### src/hw/rtl/bdpc_pkg.sv
`timescale 1ns / 1ps

package bdpc_pkg;

    localparam int unsigned CfgWidth  = 16;
    localparam int unsigned CodeWidth = 3;

    typedef enum logic [CodeWidth-1:0] {
        EV_PRESS   = 3'd0,
        EV_RELEASE = 3'd1,
        EV_CLICK   = 3'd2,
        EV_LSTART  = 3'd3,
        EV_LFINISH = 3'd4,
        EV_LINTR   = 3'd5
    } t_event_code;

    typedef enum logic [1:0] {
        CFG_DEBOUNCE = 2'd0,
        CFG_CLICK    = 2'd1,
        CFG_LONG     = 2'd2,
        CFG_ID       = 2'd3
    } t_cfg_index;

    localparam logic [CfgWidth-1:0] DebounceReset = 16'd50;
    localparam logic [CfgWidth-1:0] ClickReset    = 16'd500;
    localparam logic [CfgWidth-1:0] LongReset     = 16'd2000;
    localparam logic [CfgWidth-1:0] IdReset       = 16'd0;

endpackage

### src/hw/rtl/button_debounce_press_classifier_core.sv
`timescale 1ns / 1ps

// Button debouncer with press / click / long-press classification.
// Input stream: one poll per transaction, tdata = {now_ms[31:0], raw_level}.
// Output stream: one event per transaction, tdata = {stable_level, event_id,
// event_code}, tlast marks the final event of a poll. A poll yields zero,
// one or two events; a quiet poll yields none.
// Config port: i_cfg_we writes i_cfg_data into register i_cfg_addr
// (0 debounce_ms, 1 click_threshold_ms, 2 long_press_ms, 3 button_id);
// write only while the block is idle.
// Path: an accepted poll is captured in the input register, evaluated from
// there, and its events are registered in the output register. Throughput:
// one poll per cycle while each poll yields at most one event and the receiver
// takes every event; a poll with two events holds the output register until
// both have left (one event leaves per cycle while the receiver is ready).
// The poll input register is free again as soon as the output register can
// take its events, so a poll is accepted while a finished event waits.
// Receiver stall: events are held in the output register; the input side
// stalls once the input register is full and cannot advance.
// Reset (synchronous, active low): debounce state, timestamps and long-press
// flags clear, config registers return to 50 / 500 / 2000 / 0.
module button_debounce_press_classifier_core
    import bdpc_pkg::*;
#(
    parameter int unsigned TIME_BITS = 32
) (
    input  logic                i_clk,
    input  logic                i_rst_n,
    input  logic                i_cfg_we,
    input  logic [1:0]          i_cfg_addr,
    input  logic [CfgWidth-1:0] i_cfg_data,
    input  logic                i_s_tvalid,
    output logic                o_s_tready,
    input  logic [39:0]         i_s_tdata,   // [0] raw_level, [32:1] now_ms, [39:33] zero
    output logic                o_m_tvalid,
    input  logic                i_m_tready,
    output logic [23:0]         o_m_tdata,   // [2:0] event_code, [18:3] event_id,
                                             // [19] stable_level, [23:20] zero
    output logic                o_m_tlast
);

    localparam int unsigned InBits = (TIME_BITS < 32) ? TIME_BITS : 32;

    logic [CfgWidth-1:0]        r_debounce, r_click, r_long;
    logic signed [CfgWidth-1:0] r_id;

    logic                 r_in_valid;
    logic                 r_in_raw;
    logic [TIME_BITS-1:0] r_in_now;

    logic                 r_noisy, r_deb, r_long_ongoing, r_long_done;
    logic [TIME_BITS-1:0] r_change_time, r_press_time;

    logic                 r_out_valid, r_two, r_sel, r_out_level;
    t_event_code          r_code0, r_code1;
    logic signed [CfgWidth-1:0] r_out_id;

    logic                 n_noisy, n_deb, n_long_ongoing, n_long_done, changed;
    logic [TIME_BITS-1:0] n_change_time, n_press_time, settle, held;
    logic [1:0]           n_count;
    t_event_code          n_code0, n_code1;
    logic                 out_free, advance;

    assign out_free   = !r_out_valid || (i_m_tready && o_m_tlast);
    assign advance    = r_in_valid && out_free;
    assign o_s_tready = !r_in_valid || out_free;

    always_comb begin
        n_noisy        = r_in_raw;
        n_change_time  = (r_in_raw != r_noisy) ? r_in_now : r_change_time;
        settle         = r_in_now - n_change_time;
        held           = r_in_now - r_press_time;
        changed        = (settle > TIME_BITS'(r_debounce)) && (n_noisy != r_deb);
        n_deb          = changed ? n_noisy : r_deb;
        n_press_time   = r_press_time;
        n_long_ongoing = r_long_ongoing;
        n_long_done    = r_long_done;
        n_count        = 2'd0;
        n_code0        = EV_PRESS;
        n_code1        = EV_CLICK;
        if (changed) begin
            if (n_deb) begin
                n_press_time = r_in_now;
                n_code0      = EV_PRESS;
                n_count      = 2'd1;
            end else begin
                n_code0 = EV_RELEASE;
                if (r_long_done) begin
                    n_long_done = 1'b0;
                    n_count     = 2'd1;
                end else if (r_long_ongoing) begin
                    n_long_ongoing = 1'b0;
                    n_code1        = EV_LINTR;
                    n_count        = 2'd2;
                end else begin
                    n_code1 = EV_CLICK;
                    n_count = 2'd2;
                end
            end
        end else if (r_deb && !r_long_done) begin
            if (r_long_ongoing) begin
                if (held > TIME_BITS'(r_long)) begin
                    n_long_ongoing = 1'b0;
                    n_long_done    = 1'b1;
                    n_code0        = EV_LFINISH;
                    n_count        = 2'd1;
                end
            end else if (held > TIME_BITS'(r_click)) begin
                n_long_ongoing = 1'b1;
                n_code0        = EV_LSTART;
                n_count        = 2'd1;
            end
        end
    end

    always_ff @(posedge i_clk) begin
        if (!i_rst_n) begin
            r_debounce     <= DebounceReset;
            r_click        <= ClickReset;
            r_long         <= LongReset;
            r_id           <= IdReset;
            r_in_valid     <= 1'b0;
            r_noisy        <= 1'b0;
            r_deb          <= 1'b0;
            r_change_time  <= '0;
            r_press_time   <= '0;
            r_long_ongoing <= 1'b0;
            r_long_done    <= 1'b0;
            r_out_valid    <= 1'b0;
            r_two          <= 1'b0;
            r_sel          <= 1'b0;
        end else begin
            if (i_cfg_we) begin
                unique case (t_cfg_index'(i_cfg_addr))
                    CFG_DEBOUNCE: r_debounce <= i_cfg_data;
                    CFG_CLICK:    r_click    <= i_cfg_data;
                    CFG_LONG:     r_long     <= i_cfg_data;
                    CFG_ID:       r_id       <= i_cfg_data;
                    default:      ;
                endcase
            end

            if (i_s_tvalid && o_s_tready) begin
                r_in_valid <= 1'b1;
                r_in_raw   <= i_s_tdata[0];
                r_in_now   <= TIME_BITS'(i_s_tdata[InBits:1]);
            end else if (advance) begin
                r_in_valid <= 1'b0;
            end

            if (advance) begin
                r_noisy        <= n_noisy;
                r_deb          <= n_deb;
                r_change_time  <= n_change_time;
                r_press_time   <= n_press_time;
                r_long_ongoing <= n_long_ongoing;
                r_long_done    <= n_long_done;
                r_out_valid    <= (n_count != 2'd0);
                r_two          <= (n_count == 2'd2);
                r_sel          <= 1'b0;
                r_code0        <= n_code0;
                r_code1        <= n_code1;
                r_out_id       <= r_id;
                r_out_level    <= n_deb;
            end else if (r_out_valid && i_m_tready) begin
                if (o_m_tlast) begin
                    r_out_valid <= 1'b0;
                    r_sel       <= 1'b0;
                end else begin
                    r_sel <= 1'b1;
                end
            end
        end
    end

    assign o_m_tvalid = r_out_valid;
    assign o_m_tlast  = !r_two || r_sel;
    assign o_m_tdata  = {4'b0000, r_out_level, r_out_id, r_sel ? r_code1 : r_code0};

`ifndef NO_ASSERTIONS
    a_sel_needs_pair: assert property (@(posedge i_clk) disable iff (!i_rst_n)
        r_sel |-> (r_two && r_out_valid))
        else $error("second event selected without a pair");

    a_long_flags_excl: assert property (@(posedge i_clk) disable iff (!i_rst_n)
        !(r_long_ongoing && r_long_done))
        else $error("long press ongoing and done at once");

    a_released_idle: assert property (@(posedge i_clk) disable iff (!i_rst_n)
        !r_deb |-> (!r_long_ongoing && !r_long_done))
        else $error("long-press flag set while released");

    a_blocked_holds: assert property (@(posedge i_clk) disable iff (!i_rst_n)
        (r_in_valid && !out_free) |=> r_in_valid)
        else $error("poll dropped while output register busy");
`endif

endmodule

### config.mk
export PLATFORM = sky130hd
export DESIGN_NAME = button_debounce_press_classifier_core
export DESIGN_NICKNAME = d
export VERILOG_FILES = /design/src/hw/rtl/bdpc_pkg.sv /design/src/hw/rtl/button_debounce_press_classifier_core.sv
export SDC_FILE = /design/constraint.sdc
export NUM_CORES = 1
export LEC_CHECK = 0
export ABC_CLOCK_PERIOD_IN_PS = 5700
export BUFFER_PORTS_ARGS = -buffer_cell sky130_fd_sc_hd__buf_2
export CELL_PAD_IN_SITES_DETAIL_PLACEMENT = 1
export CELL_PAD_IN_SITES_GLOBAL_PLACEMENT = 1
export CORE_ASPECT_RATIO = 1.75
export CORE_MARGIN = 2
export CORE_UTILIZATION = 30
export CTS_CLUSTER_DIAMETER = 50
export DETAILED_ROUTE_END_ITERATION = 10
export PLACE_DENSITY = 0.64
export SYNTH_ARGS = -nofsm -noshare
export SYNTH_HDL_FRONTEND = slang
export SYNTH_SLANG_ARGS = --single-unit
### constraint.sdc
create_clock -name i_clk -period 5.7 [get_ports i_clk]
set_clock_uncertainty 0.05 [all_clocks]
set_input_delay 0.57 -clock i_clk [delete_from_list [all_inputs] [get_ports i_clk]]
set_output_delay 0.57 -clock i_clk [all_outputs]
set_load 0.01 [all_outputs]
==> flow_metrics.env <==
export IMPL_boundaryPins=90
export IMPL_finalSetupViolCount=0
export IMPL_synth_seq_area_share_pct=34.9
export IMPL_wirelength_mm=39.8
export IMPL_place_congestion=0.877
export IMPL_post_route_util_pct=34.1
export IMPL_synth_seq_cells=191
export IMPL_drive_gt1_share_pct=11.3
export IMPL_final_common_cell="nand2_1"
export IMPL_die_h_um=274
export IMPL_clk_latency_ps=450
export IMPL_antenna_found_initial=1
export IMPL_critical_path_n_buffers_inverters=3
export IMPL_hold_class="in2reg"
export IMPL_max_stage_delay_ps=590
export IMPL_fin_hold_ws_ps=237
export IMPL_ant_nets=0
export IMPL_cts_max_path_buffers=2
export IMPL_slowest_stage="or4_1"
export IMPL_netlist_instances=1521
export IMPL_cts_tree="yes"
export IMPL_drc_errors=0
export IMPL_hold_viol_final=0
export IMPL_grt_max_degree=78
export IMPL_drv_slew=0
export IMPL_relSlewSlack_pct=28.0
export IMPL_place_inst=2107
export IMPL_overflow=0
export IMPL_grtUsageMet2_pct=36.2
export IMPL_path_clk_slew_ps=80
export IMPL_grt_pass1_wl_mm=63.7
export IMPL_rsz0062_at_grt="no"
export IMPL_post_synth_num_cell_types=91
export IMPL_diodes=0
export IMPL_track_usage_pct=19.0
export IMPL_viasPerCell=5.15
export IMPL_cts_inserted_buffers=17
export IMPL_stdcell_count=2145
export IMPL_root_buffer="clkbuf_16"
export IMPL_worstPathMaxFanout=32
export IMPL_fin_crit_ps=5400
export IMPL_period_share_pct=94.8
export IMPL_die_x_um=159
export IMPL_grt_busiest_layer="met2"
export IMPL_power_density_nw_per_um2=254
export IMPL_htree_levels=4
export IMPL_clkSinkCount=191
export IMPL_worst_pin_slew_ps=1080
export IMPL_p_leak_nw=5.33
export IMPL_numPortBuffers=78
export IMPL_synthFlopType="dfxtp_1"
export IMPL_final_cell_mix="nand2_1 (279), a21oi_1 (147), dfxtp_1 (136)"
export IMPL_cpMostUsedCell="ha_1"
export IMPL_status="completed"
export IMPL_synth_cell_area_um2=12500
export IMPL_cap_violations=0
export IMPL_crit_family="compound AO/OA/AOI/OAI gates"
export IMPL_use_met1_pct=20.2
export IMPL_coreArea_um2=41500
export IMPL_power_mw=3.60
export IMPL_async_reset_ff_share_pct=0
export IMPL_crit_arrival_ps=5680
export IMPL_wire_per_inst_um=18.5
export IMPL_met3_usage_pct=2.09
export IMPL_vias=11100
export IMPL_peakVddDrop_v=0.000176
export IMPL_start_util_pct=30.2
export IMPL_fin_nets=1741
export IMPL_synth_edf_count=55
export IMPL_drt_iter0_drc=339
export IMPL_grt_pass1_vias=11800
export IMPL_crit_type="reg2reg"
export IMPL_clock_fmax_mhz=185
export IMPL_dp_hpwl_mm=32.1
export IMPL_cts_hold_buffers=0
export IMPL_crit_required_ps=5980
export IMPL_worst_setup_path_end_kind="flip-flop"
export IMPL_ys_warn_count=0
export IMPL_syn2layout_area_growth_pct=12.8
export IMPL_row_count=99
export IMPL_tns_ps=0
export IMPL_drt_pass1_iter_count=5
export IMPL_dieArea_um2=43500
export IMPL_avgSynthCellArea_um2=8.24
export IMPL_worstSetupStartpointType="flip-flop"
worst reg2reg max path, delay by kind of cell (launching register included):
family                     cells  cell delay [ps]
AOI/OAI and AO/OA             10             1790
xor gates and xnor gates       1              210
adders and majority gates      3              690
buffers and inverters          3              430
and+or+nand+nor                6             1390
muxes                          2              250
DFF                            1              490
registers in the layout (all words and copies together) (netlist names), 2 cells and up:
register and flops:
r_change_time 32, r_click 16, r_long 16, r_press_time 32, r_in_now 32, r_debounce 16, r_out_id 16, r_code0 3
r_code1 2, r_id 16
synth_stat cells, types with 4 or more instances:
library cell    n  share of area (%)
and3_1         14               0.70
or3_1           7               0.35
buf_4           6               0.36
a31o_2          4               0.28
buf_6           4               0.36
clkbuf_1       59                1.8
o211ai_1       25                1.5
and2_1         11               0.55
or2_2           7               0.35
edfxtp_1       55                 13
a31oi_1        16               0.80
nor3_1         21               0.84
xnor2_1        28                2.0
ha_1          100                 10
o21bai_1        7               0.42
o22ai_1         6               0.30
o31a_1          4               0.28
o21a_1         11               0.66
nor2_1         86                2.6
a211oi_1       27                1.6
xor2_1         19                1.3
mux2i_1        59                4.7
nand3_1        22               0.88
nand2b_1       27                1.3
o31ai_1         7               0.42
inv_1         100                3.0
dfxtp_1       136                 22
nand2_1       279                8.4
mux2_2          5               0.45
nor2b_1        22                1.1
a21oi_1       147                5.9
a21o_1         19                1.1
nor4_1          6               0.30
o21ai_1         5               0.20
a41oi_1         5               0.35
o21ai_0        62                2.5
nand4_1        19               0.95
kinds of logic (layout without fill, tap and decap cells):
group | after synthesis | in the layout | share of synthesized area [%]
adders and majority gates | 103 | 103 | 10.3
buffers and inverters | 175 | 241 | 5.68
other | 1 | 4 | 0.0299
muxes | 64 | 64 | 5.16
DFF | 191 | 191 | 34.9
and+or+nand+nor | 541 | 541 | 19.8
xor gates and xnor gates | 49 | 49 | 3.54
AOI/OAI and AO/OA | 397 | 397 | 20.6
worst paths after layout:
check                    end  cells past startpoint  slack [ps]          start
min reg2reg      r_out_id[5]                      0         380        r_id[5]
max reg2reg  r_press_time[7]                     25         300        n_noisy
min             r_in_now[28]                      1         240  i_s_tdata[29]
max          r_press_time[7]                     25         300        n_noisy
cell type report:
cell class	instances	area [um2]
fill	5020	27400
inverter	101	379
tap	555	694
clock inverter	14	145
clock buffer	18	429
multi-input combinational	1158	7490
timing repair buffer	108	632
sequential	191	4370
routing by layer:
metal / vias to the layer above / part of all wire (%) / wire length [um]
met5: - / 0.023 / 9
met3: 78 / 2.4 / 956
met2: 183 / 54 / 21300
met1: 5307 / 39 / 15500
met4: 2 / 5.2 / 2060
li1: 5481 / - / -
metrics by stage:
step                      area (um2)  setup slack, ps
after detailed placement       13500             96.1
after floorplan                12500             92.9
final                          14100              299
after global placement         13500              201
after global routing           14100             19.2
after CTS                      14100             70.8
power by group:
| group | switching (mW) | internal, mW |
|---|---|---|
| Sequential | 0.0448 | 1.45 |
| Clock | 0.600 | 0.584 |
| Combinational | 0.562 | 0.356 |
what timing repair did:
item                                    in CTS  in global routing
endpoints found under the setup margin       0                 37
resized for setup                            0                  3
setup buffers                                0                  6
(Power assumes the default switching activity.)
